File: config.mk
export PLATFORM = sky130hd
export DESIGN_NAME = radix64_codec
export DESIGN_NICKNAME = d
export VERILOG_FILES = /design/src/hdl/r64c_pkg.sv /design/src/hdl/radix64_codec.sv /design/src/hdl/r64c_engine.sv /design/src/hdl/r64c_outq.sv
export VERILOG_INCLUDE_DIRS = /design/src /design/src/hdl
export SDC_FILE = /design/constraint.sdc
export NUM_CORES = 1
export LEC_CHECK = 0
export ABC_AREA = 1
export BUFFER_PORTS_ARGS = -buffer_cell sky130_fd_sc_hd__buf_2
export CAP_MARGIN = 10
export CORE_ASPECT_RATIO = 1.1
export CORE_MARGIN = 2
export CORE_UTILIZATION = 45
export DETAILED_ROUTE_END_ITERATION = 6
export SLEW_MARGIN = 30
export SYNTH_ARGS = -nofsm -noshare
export SYNTH_HDL_FRONTEND = slang
export SYNTH_SLANG_ARGS = --single-unit
File: constraint.sdc
create_clock -name clk -period 2.6 [get_ports clk]
set_input_delay 0.26 -clock clk [delete_from_list [all_inputs] [get_ports clk]]
set_output_delay 0.26 -clock clk [all_outputs]
set_load 0.01 [all_outputs]
File: src/hdl/assert_macros.svh
// Assertion macros for the radix-64 codec RTL.
// Depends on nothing; define ASSERT_OFF to compile the checks out.
`ifndef ASSERT_MACROS_SVH
`define ASSERT_MACROS_SVH

`ifndef ASSERT_OFF

`define ASSERT_IMPLY(lbl, ck, rn, ante, cons) \
    lbl: assert property (@(posedge ck) disable iff (!rn) (ante) |-> (cons)) \
        else $error("implication check failed");

`define ASSERT_NEVER(lbl, ck, rn, cond) \
    lbl: assert property (@(posedge ck) disable iff (!rn) !(cond)) \
        else $error("forbidden condition seen");

`else

`define ASSERT_IMPLY(lbl, ck, rn, ante, cons)

`define ASSERT_NEVER(lbl, ck, rn, cond)

`endif

`endif

File: src/hdl/r64c_pkg.sv
// Types, codes and alphabet functions for the radix-64 codec.
// Used by r64c_engine, r64c_outq and radix64_codec.
package r64c_pkg;

    localparam logic DIR_ENCODE = 1'b0;
    localparam logic DIR_DECODE = 1'b1;

    localparam logic [1:0] PH_0 = 2'd0;
    localparam logic [1:0] PH_1 = 2'd1;
    localparam logic [1:0] PH_2 = 2'd2;
    localparam logic [1:0] PH_3 = 2'd3;

    localparam logic [6:0] VAL_BAD = 7'd64;

    localparam int QDEPTH = 4;

    typedef struct packed {
        logic [7:0] value;
        logic       last;
        logic       bad;
    } result_t;

    // up to two results produced by one request
    typedef struct packed {
        logic [1:0] n;
        result_t    r0;
        result_t    r1;
    } push_t;

    function automatic logic [7:0] sym_of(input logic [5:0] v);
        logic [7:0] s;
        if (v < 6'd26)
            s = 8'h41 + {2'b00, v};
        else if (v < 6'd52)
            s = 8'h61 + {2'b00, v} - 8'd26;
        else if (v < 6'd62)
            s = 8'h30 + {2'b00, v} - 8'd52;
        else if (v == 6'd62)
            s = 8'h2b;
        else
            s = 8'h2d;
        return s;
    endfunction

    // 0..63 for alphabet characters, VAL_BAD otherwise
    function automatic logic [6:0] val_of(input logic [7:0] c);
        logic [6:0] v;
        v = VAL_BAD;
        if (c >= 8'h41 && c <= 8'h5a)
            v = 7'(c - 8'h41);
        else if (c >= 8'h61 && c <= 8'h7a)
            v = 7'(c - 8'h61) + 7'd26;
        else if (c >= 8'h30 && c <= 8'h39)
            v = 7'(c - 8'h30) + 7'd52;
        else if (c == 8'h2b)
            v = 7'd62;
        else if (c == 8'h2d)
            v = 7'd63;
        return v;
    endfunction

endpackage

File: src/hdl/radix64_codec.sv
// Path: a slave request is registered in the input item register, and its results in the result queue.
// Throughput: decode 1 character per cycle while the result queue has room; encode set by the
// master port at one result per cycle, the 4-entry result queue absorbs bursts.
// Reset (rst_n, async, active low): clears stream phase, residual, pending error,
// queue, and sets direction to encode.
module radix64_codec
    import r64c_pkg::*;
(
    input  logic       clk,
    input  logic       rst_n,
    input  logic       cfg_valid,
    output logic       cfg_ready,
    input  logic       cfg_data,       // direction
    input  logic       s_axis_tvalid,
    output logic       s_axis_tready,
    input  logic [7:0] s_axis_tdata,   // [7:0] in_value
    input  logic       s_axis_tlast,   // last
    output logic       m_axis_tvalid,
    input  logic       m_axis_tready,
    output logic [7:0] m_axis_tdata,   // [7:0] out_value
    output logic       m_axis_tlast,   // out_last
    output logic       m_axis_tuser    // [0] bad_char
);

    logic       dir_reg, dir_next;
    logic       item_valid_reg, item_valid_next;
    logic [7:0] item_value_reg;
    logic       item_last_reg;
    logic       room, fire, accept;
    push_t      push;

    assign cfg_ready       = 1'b1;
    assign dir_next        = (cfg_valid & cfg_ready) ? cfg_data : dir_reg;
    assign fire            = item_valid_reg & room;
    assign s_axis_tready   = ~item_valid_reg | room;
    assign accept          = s_axis_tvalid & s_axis_tready;
    assign item_valid_next = accept | (item_valid_reg & ~fire);

    always_ff @(posedge clk or negedge rst_n)
    begin
        if (!rst_n)
        begin
            dir_reg        <= DIR_ENCODE;
            item_valid_reg <= 1'b0;
        end
        else
        begin
            dir_reg        <= dir_next;
            item_valid_reg <= item_valid_next;
        end
    end

    always_ff @(posedge clk)
    begin
        if (accept)
        begin
            item_value_reg <= s_axis_tdata;
            item_last_reg  <= s_axis_tlast;
        end
    end

    r64c_engine u_engine (
        .clk       (clk),
        .rst_n     (rst_n),
        .fire      (fire),
        .direction (dir_reg),
        .in_value  (item_value_reg),
        .in_last   (item_last_reg),
        .push      (push)
    );

    r64c_outq u_outq (
        .clk           (clk),
        .rst_n         (rst_n),
        .push          (push),
        .room          (room),
        .m_axis_tvalid (m_axis_tvalid),
        .m_axis_tready (m_axis_tready),
        .m_axis_tdata  (m_axis_tdata),
        .m_axis_tlast  (m_axis_tlast),
        .m_axis_tuser  (m_axis_tuser)
    );

endmodule

File: src/hdl/r64c_engine.sv
// Codec step logic: phase, residual bits and pending error, one request per fire.
// Depends on r64c_pkg.
module r64c_engine
    import r64c_pkg::*;
(
    input  logic       clk,
    input  logic       rst_n,
    input  logic       fire,
    input  logic       direction,
    input  logic [7:0] in_value,
    input  logic       in_last,
    output push_t      push
);

    logic [1:0] phase_reg, phase_next;
    logic [5:0] res_reg, res_next;
    logic       perr_reg, perr_next;

    logic [1:0] enc_ph;
    logic [6:0] raw;
    logic [5:0] v;
    logic       bad;
    logic [7:0] dec_byte;

    assign enc_ph = (phase_reg == PH_3) ? PH_0 : phase_reg;
    assign raw    = val_of(in_value);
    assign v      = raw[5:0];
    assign bad    = (raw == VAL_BAD) | perr_reg;

    always_comb
    begin
        case (phase_reg)
            PH_1:    dec_byte = {res_reg, v[5:4]};
            PH_2:    dec_byte = {res_reg[3:0], v[5:2]};
            default: dec_byte = {res_reg[1:0], v};
        endcase
    end

    always_comb
    begin
        push       = '0;
        phase_next = phase_reg;
        res_next   = res_reg;
        perr_next  = perr_reg;
        if (fire)
        begin
            if (direction == DIR_ENCODE)
            begin
                push.n = 2'd1;
                case (enc_ph)
                    PH_0:
                    begin
                        push.r0.value = sym_of(in_value[7:2]);
                        res_next      = {in_value[1:0], 4'b0000};
                        phase_next    = PH_1;
                    end
                    PH_1:
                    begin
                        push.r0.value = sym_of(res_reg | {2'b00, in_value[7:4]});
                        res_next      = {in_value[3:0], 2'b00};
                        phase_next    = PH_2;
                    end
                    default:
                    begin
                        push.r0.value = sym_of(res_reg | {4'b0000, in_value[7:6]});
                        push.r1.value = sym_of(in_value[5:0]);
                        push.r1.last  = in_last;
                        push.n        = 2'd2;
                        res_next      = '0;
                        phase_next    = PH_0;
                    end
                endcase
                if (in_last)
                begin
                    // flush partial group
                    if (phase_next != PH_0)
                    begin
                        push.r1.value = sym_of(res_next);
                        push.r1.last  = 1'b1;
                        push.n        = 2'd2;
                    end
                    phase_next = PH_0;
                    res_next   = '0;
                    perr_next  = 1'b0;
                end
            end
            else
            begin
                phase_next = phase_reg + 2'd1;
                res_next   = v;
                if (phase_reg == PH_0)
                    perr_next = bad;
                else
                begin
                    push.n        = 2'd1;
                    push.r0.value = dec_byte;
                    push.r0.last  = in_last;
                    push.r0.bad   = bad;
                    perr_next     = 1'b0;
                end
                if (in_last)
                begin
                    phase_next = PH_0;
                    res_next   = '0;
                    perr_next  = 1'b0;
                end
            end
        end
    end

    always_ff @(posedge clk or negedge rst_n)
    begin
        if (!rst_n)
        begin
            phase_reg <= PH_0;
            res_reg   <= '0;
            perr_reg  <= 1'b0;
        end
        else
        begin
            phase_reg <= phase_next;
            res_reg   <= res_next;
            perr_reg  <= perr_next;
        end
    end

endmodule

File: src/hdl/r64c_outq.sv
// Result queue: takes up to two results per cycle, drives the master stream.
// Depends on r64c_pkg and assert_macros.svh.
`include "assert_macros.svh"

module r64c_outq
    import r64c_pkg::*;
(
    input  logic       clk,
    input  logic       rst_n,
    input  push_t      push,
    output logic       room,
    output logic       m_axis_tvalid,
    input  logic       m_axis_tready,
    output logic [7:0] m_axis_tdata,   // [7:0] out_value
    output logic       m_axis_tlast,   // out_last
    output logic       m_axis_tuser    // [0] bad_char
);

    localparam int QAW = $clog2(QDEPTH);
    localparam int QCW = $clog2(QDEPTH + 1);

    result_t        mem [QDEPTH];
    logic [QAW-1:0] wptr_reg, wptr_next, rptr_reg, rptr_next, wptr_inc;
    logic [QCW-1:0] count_reg, count_next;
    logic           pop;
    result_t        head;

    assign wptr_inc      = wptr_reg + QAW'(1);
    assign head          = mem[rptr_reg];
    assign m_axis_tvalid = (count_reg != '0);
    assign m_axis_tdata  = head.value;
    assign m_axis_tlast  = head.last;
    assign m_axis_tuser  = head.bad;
    assign pop           = m_axis_tvalid & m_axis_tready;
    assign room          = (count_reg <= QCW'(QDEPTH - 2));

    assign wptr_next  = wptr_reg + QAW'(push.n);
    assign rptr_next  = rptr_reg + QAW'(pop);
    assign count_next = count_reg + QCW'(push.n) - QCW'(pop);

    always_ff @(posedge clk)
    begin
        if (push.n != 2'd0)
            mem[wptr_reg] <= push.r0;
        if (push.n == 2'd2)
            mem[wptr_inc] <= push.r1;
    end

    always_ff @(posedge clk or negedge rst_n)
    begin
        if (!rst_n)
        begin
            wptr_reg  <= '0;
            rptr_reg  <= '0;
            count_reg <= '0;
        end
        else
        begin
            wptr_reg  <= wptr_next;
            rptr_reg  <= rptr_next;
            count_reg <= count_next;
        end
    end

    `ASSERT_NEVER(a_q_overflow, clk, rst_n, count_reg > QCW'(QDEPTH))
    `ASSERT_IMPLY(a_q_push_room, clk, rst_n, push.n != 2'd0, room)
    `ASSERT_IMPLY(a_q_ptr_track, clk, rst_n, 1'b1, count_reg[QAW-1:0] == QAW'(wptr_reg - rptr_reg))

endmodule

* Word level (Yosys, flattened, before mapping)
Memory sizes are Yosys's and may differ from the RTL's.
Index checks and enable logic that the tools add are counted.
** Storage, ports and cells
- Memories :: 1
- Input bits :: 15
- Word-level logic and storage cells :: 163
- Memory bits (writable) :: 40
- Output and inout port bits :: 13
- Flip-flop bits (word level) :: 27
** Cells by class
- $lt $le $gt $ge :: 22
- $add $sub $neg :: 36
- Eq/ne operators :: 13
- Muxes and demuxes :: 59
- Reduce and logical (&&, ||, !) cells :: 11
- Bitwise logic cells :: 11
** Memory list
- u_outq.mem :: depth 4, width 10, rd ports 1, clocked after memory_dff 0, write ports 2, line r64c_outq.sv:22 : result_t mem [QDEPTH];
** Operator list (number)
- 2-to-1 mux 8 bit :: 15
- adder 7 x 6 -> 8 bit, first input constant :: 10
- less-than comparator 6 bit, second input constant :: 10
- subtractor 8 x 5 -> 8 bit, second input constant :: 5
- subtractor 8 x 6 -> 8 bit, second input constant :: 5
- 2-to-1 mux 9 bit :: 4
- adder 6 x 6 -> 7 bit, first input constant :: 5
- 2-to-1 mux 7 bit :: 5
- case mux 8 bit (2 select lines) :: 2
- equality test 6 bit, second input constant :: 5
- less-than comparator 6 x 5 -> 1 bit, second input constant :: 5
- 2-to-1 mux 6 bit :: 5
- 2-to-1 mux 21 bit :: 1
- 2-to-1 mux 2 bit :: 10
- equality test 8 x 6 -> 1 bit, second input constant :: 2
- >= comparator 8 x 7 -> 1 bit, second input constant :: 2
- less-or-equal comparator 8 x 7 -> 1 bit, second input constant :: 2
- 2-to-1 mux 3 bit :: 5
- subtractor 7 bit, second input constant :: 2
- case mux 6 bit (2 select lines) :: 1
- 2-to-1 mux 11 bit :: 1
- 2-to-1 mux 10 bit :: 1
- >= comparator 8 x 6 -> 1 bit, second input constant :: 1
- less-or-equal comparator 8 x 6 -> 1 bit, second input constant :: 1
- 25 further kinds :: 47

* Logic depth before layout (Yosys ltp)
- Depth after elaboration :: 18
- Mapped depth :: 20
- Gate-level depth less buffers :: 19

* By module
Synthesis repeated with hierarchy kept, for this count alone.
** Second synthesis, totals
- Cells, all modules :: 899
- Area, all modules :: 6329.8 µm²
** By module, submodules not included
- r64c_engine :: sequential area each 225.2 µm², area each 3430.8 µm², cells an instance 611, times used 1
- r64c_outq :: sequential area each 1376.3 µm², area each 2527.4 µm², cells an instance 265, times used 1
- radix64_codec :: sequential area each 320.3 µm², area each 371.6 µm², cells an instance 23, times used 1

* Worst setup path after synthesis
OpenSTA, ideal clock, no wires.
- Path kind :: register to register
- Start :: reg u_outq.count_reg[2]
- End :: reg u_outq.count_reg[2]
- Data required time :: 2.471 ns
- Setup time :: 0.129 ns
- Stages on the path, launching flop included :: 16
- Data arrival time :: 2.358 ns
- Slack :: 0.114 ns
- Path buffers :: 0
- Period minus slack after synthesis :: 2.486 ns
- Cells stage by stage :: dfrtp_1 -> nor2_2 -> nor2_1 -> nor2_4 -> inv_4 -> nor2_8 -> nor2_8 -> nor2_1 -> inv_1 -> ha_1 -> inv_1 -> ha_1 -> inv_1 -> fa_1 -> xnor2_1 -> xor2_1
** On the way
- Word-level cells in the longest chain between the ends :: 5
- Elaborated cells on any way between the ends :: 7
- Classes of those cells :: add/sub: 2; order compare: 1; mux: 1; bitwise: 2; reduce/logical: 1
** RTL lines
- start: declaration :: line r64c_outq.sv:24 : logic [QCW-1:0] count_reg, count_next;
- start signal: assignment :: line r64c_outq.sv:61 : count_reg <= count_next;
- less-or-equal comparator 3 x 2 -> 1 bit :: line r64c_outq.sv:35 : assign room = (count_reg <= QCW'(QDEPTH - 2));
- AND 1 bit :: line radix64_codec.sv:34 : assign fire = item_valid_reg & room;
- 2-to-1 mux 21 bit :: line r64c_engine.sv:45 : if (fire)
- adder 3 x 2 -> 3 bit :: line r64c_outq.sv:39 : assign count_next = count_reg + QCW'(push.n) - QCW'(pop);
- subtractor 3 x 1 -> 3 bit (*) :: line r64c_outq.sv:39
- via u_outq.count_next[2] :: line r64c_outq.sv:24
The timed path passes the listed nets; every way through them passes the cells marked *.
A chain may end at the register's enable or synchronous reset.

==> metrics.json <==
{
  "fp.dieH": {"value": 131.0, "unit": "µm"},
  "vias": {"value": 6857},
  "floorplan.rows": {"value": 46},
  "hold_path_startpoint": {"value": "s_axis_tdata[6]"},
  "cts_made_buffers": {"value": 9},
  "final-max-slew-violation-count": {"value": 0},
  "timing.final.crit_period": {"value": 2486, "unit": "ps"},
  "wl_met2": {"value": 10140, "unit": "µm"},
  "syn_to_final_growth": {"value": 21.16, "unit": "%"},
  "drtPass1Iterations": {"value": 5},
  "holdPathStages": {"value": 1},
  "final_common_cell": {"value": "nand2_1"},
  "postSynthRegisterBits": {"value": 67},
  "gp_congestion": {"value": 0.9672},
  "start_util": {"value": 45.86, "unit": "%"},
  "largest_driver_fanout_on_the_critical_path": {"value": 4},
  "core_region_area": {"value": 14390, "unit": "µm²"},
  "class_of_the_tightest_hold_or_removal_check": {"value": "in -> reg"},
  "timing_hold_violations_final": {"value": 0},
  "synth_fp_nets": {"value": 1006},
  "grt.total_usage": {"value": 27.02, "unit": "%"},
  "cts.path.max_buffers": {"value": 2},
  "top_signal_layer_used": {"value": "met4"},
  "synth.area.top_cells": {"value": "edfxtp_1 (20%), nand2_1 (14%), ha_1 (9.1%)"},
  "number_of_global_route_vias_before_repair": {"value": 6262},
  "grt_start_max_net_pins": {"value": 22},
  "port-buffer-count": {"value": 26},
  "synth_largest_type_area_fraction": {"value": 20.48, "unit": "%"},
  "setup_violations": {"value": 0},
  "postSynthCellCount": {"value": 942},
  "crit_chain": {"value": "inv_2 > ha_4 > nor2_4 > inv_4 > o22ai_4 > ha_1 > inv_1 > nor2_2 > inv_1 > nand2_2 > inv_2 > nand2_1 > nand2_1 > nand2_1 > o21ai_1 > nand2_1 > o21ai_1"},
  "yosysSeqAreaShare": {"value": 28.52, "unit": "%"},
  "timing.max_slew.rel_slack": {"value": 60.39, "unit": "%"},
  "diodes_inserted": {"value": 0},
  "syn_area": {"value": 6599, "unit": "µm²"},
  "worstPathArrival": {"value": 2570, "unit": "ps"},
  "hold_end": {"value": "item_value_reg[6]"},
  "r2r_cells": {"value": 17},
  "power.clock.fraction": {"value": 14.0, "unit": "%"},
  "grt_first_pass_wirelength": {"value": 33180, "unit": "µm"},
  "slack_of_the_worst_reg_to_reg_path": {"value": 110, "unit": "ps"},
  "final_net_count": {"value": 1114},
  "clock_skew": {"value": 10.12, "unit": "ps"},
  "share_seq_of_total_power": {"value": 18.4, "unit": "%"},
  "tritoncts": {"value": "done"},
  "clock_transition_at_path_regs": {"value": 60, "unit": "ps"},
  "cp_common_cell": {"value": "nand2_1"},
  "wl_met3": {"value": 1238, "unit": "µm"},
  "power_switching_share": {"value": 50.16, "unit": "%"},
  "final_min_period_over_clock_period": {"value": 95.62, "unit": "%"},
  "ant_nets": {"value": 0},
  "synth.avg_cell_area": {"value": 7.005, "unit": "µm²"},
  "power.density_cell_area": {"value": 1201, "unit": "nW/µm²"},
  "worst_slew_pin_slew": {"value": 593.5, "unit": "ps"},
  "netlist.top_cell.by_area": {"value": "edfxtp_1"},
  "grt_antenna_before_repair": {"value": 0},
  "mean_number_of_vias_per_cell": {"value": 5.499},
  "die_width": {"value": 119.5, "unit": "µm"},
  "vdd.ir_drop.worst": {"value": 0.3833, "unit": "mV"},
  "internal-power": {"value": 0.004786, "unit": "W"},
  "number_of_library_cell_types_mapped_by_synthesis": {"value": 53},
  "drv_cap": {"value": 0},
  "wl_per_cell": {"value": 16.79, "unit": "µm"},
  "wl": {"value": 20940, "unit": "µm"},
  "worstSetupStartpointType": {"value": "flop"},
  "yosys_warnings": {"value": 0},
  "crit-reg2reg-launch": {"value": "u_engine.phase_reg[0]"},
  "layout_common_cells": {"value": "nand2_1 (235), nand3_1 (118), buf_4 (96)"},
  "critical_path_slowest_stage_cell": {"value": "dfrtp_1"},
  "run_status": {"value": "finished, final reports clean"},
  "crit_path_max_incr_delay": {"value": 410, "unit": "ps"},
  "pin_count": {"value": 28},
  "clock_root_buffer": {"value": "clkbuf_16"},
  "grt_setup_unrepaired": {"value": "yes"},
  "totalNegativeSetupSlack": {"value": 0, "unit": "ps"},
  "globalRouteOverflowTotal": {"value": 0},
  "clock_sinks": {"value": 67},
  "total_switching_power": {"value": 0.004817, "unit": "W"},
  "comb_power_share": {"value": 67.7, "unit": "%"},
  "fp.dieArea": {"value": 15650, "unit": "µm²"},
  "cts-htree-levels": {"value": 3},
  "cp.required": {"value": 2680, "unit": "ps"},
  "met1Wirelength": {"value": 8839, "unit": "µm"},
  "worst-setup-path-type": {"value": "reg -> reg"},
  "post_detailed_placement_half_perimeter_wirelength": {"value": 16620, "unit": "µm"},
  "first_iter_violations": {"value": 582},
  "clock_insertion_delay_worst_skew": {"value": 340, "unit": "ps"},
  "layout-drive-gt1-share": {"value": 22.56, "unit": "%"},
  "critPathCaptureType": {"value": "flop"},
  "worstReg2RegEnd": {"value": "u_outq.mem[1][6]"},
  "p_leak": {"value": 3.648, "unit": "nW"},
  "post-route-util": {"value": 55.57, "unit": "%"},
  "route.detailed.drc": {"value": 0},
  "largest_register_ff_count": {"value": 40},
  "fmax": {"value": 0.4022, "unit": "GHz"}
}
layout make-up:
cell class | instances | area (µm²)
repair buffers | 124 | 872.1
clock inverters | 5 | 77.57
inverters | 106 | 412.9
fillers | 1436 | 6394
well taps | 192 | 240.2
clock buffers | 11 | 242.7
multi-input cells | 742 | 4267
flip-flops and latches | 67 | 1883
power groups by stage:
stage                     sequential, W  combinational [W]  clock (W)
final                           0.00177            0.00650    0.00134
after global routing            0.00181            0.00714    0.00140
after CTS                       0.00177            0.00610    0.00135
after detailed placement        0.00179            0.00606          0
after global placement          0.00178            0.00608          0
after floorplan                 0.00169            0.00405          0
cell usage after synthesis, drive strengths merged:
library cell and instances:
inv 103, a21oi 43, conb 1, clkinv 3, a31o 1, a31oi 5
a22oi 3, o21a 1, fa 1, a211oi 1, ha 48, xor2 18
nand4 12, nor2 85, buf 18, o221ai 4, a21boi 1, nor3 6
o211ai 16, o2111ai 1, clkbuf 9, o22ai 22, o31ai 3, or2 1
nand3 121, dfxtp 4, dfrtp 18, o21ai 86, nand2 257, edfxtp 45
xnor2 5
cells by family (layout without fill, tap and decap cells):
group | after synthesis | after routing | share of synthesized area [%]
AND/OR/NAND/NOR | 482 | 482 | 33.64
AO/OA/AOI/OAI | 187 | 187 | 16.69
XOR/XNOR | 23 | 23 | 3.053
other | 1 | 1 | 0.05683
adder cells (fa/ha/maj) | 49 | 49 | 9.405
buffers and inverters | 133 | 246 | 8.646
flip-flops | 67 | 67 | 28.52
worst max-delay path: cells and delay by family (launching register included):
family          cells  cell delay [ps]
simple gates        7              630
fa+ha+maj           2              430
flops               1              410
buf+inv             5              410
compound gates      3              340
worst max-delay path by stage:
| stage | end | from | slack [ps] | cells past startpoint |
|---|---|---|---|---|
| after floorplan | u_outq.count_reg[2] | u_outq.count_reg[2] | 110 | 15 |
| after global placement | u_outq.mem[0][8] | item_value_reg[6] | 70 | 10 |
| after detailed placement | u_outq.mem[1][8] | u_engine.phase_reg[0] | 40 | 16 |
| after CTS | u_outq.count_reg[2] | u_outq.count_reg[2] | 30 | 15 |
| after global routing | u_outq.mem[2][5] | u_engine.phase_reg[1] | -60 | 16 |
| final | u_outq.mem[1][6] | u_engine.phase_reg[0] | 110 | 17 |
per-layer routing:
layer	vias to the layer above	global-route usage [%]
met5	-	0
met4	0	10.87
met3	62	4.774
met2	283	46.86
met1	3093	33.56
li1	3419	-
through the flow:
| stage | setup slack (ps) | instance area (µm²) | hold WS (ps) | total power (W) | cells |
|---|---|---|---|---|---|
| 2_1_floorplan | 113.5 | 6599 | -35.59 | 0.005742 | 942 |
| 3_3_place_gp | 70.21 | 7440 | 243.9 | 0.007861 | 1217 |
| 3_5_place_dp | 43.19 | 7440 | 247.4 | 0.007849 | 1217 |
| 4_1_cts | 31.87 | 7770 | 87.60 | 0.009218 | 1234 |
| 5_1_grt | -59.66 | 7995 | 86.56 | 0.01035 | 1247 |
| 6_report | 113.9 | 7995 | 89.82 | 0.009603 | 1247 |
timing repair:
item                                   4_1_cts  5_1_grt
setup endpoints to repair                    0       47
endpoints found under the hold margin       18        0
resized for setup                            0       40
setup buffers                                0       13
hold buffers                                 1        0
No activity file was read; power rests on OpenSTA's default activity.
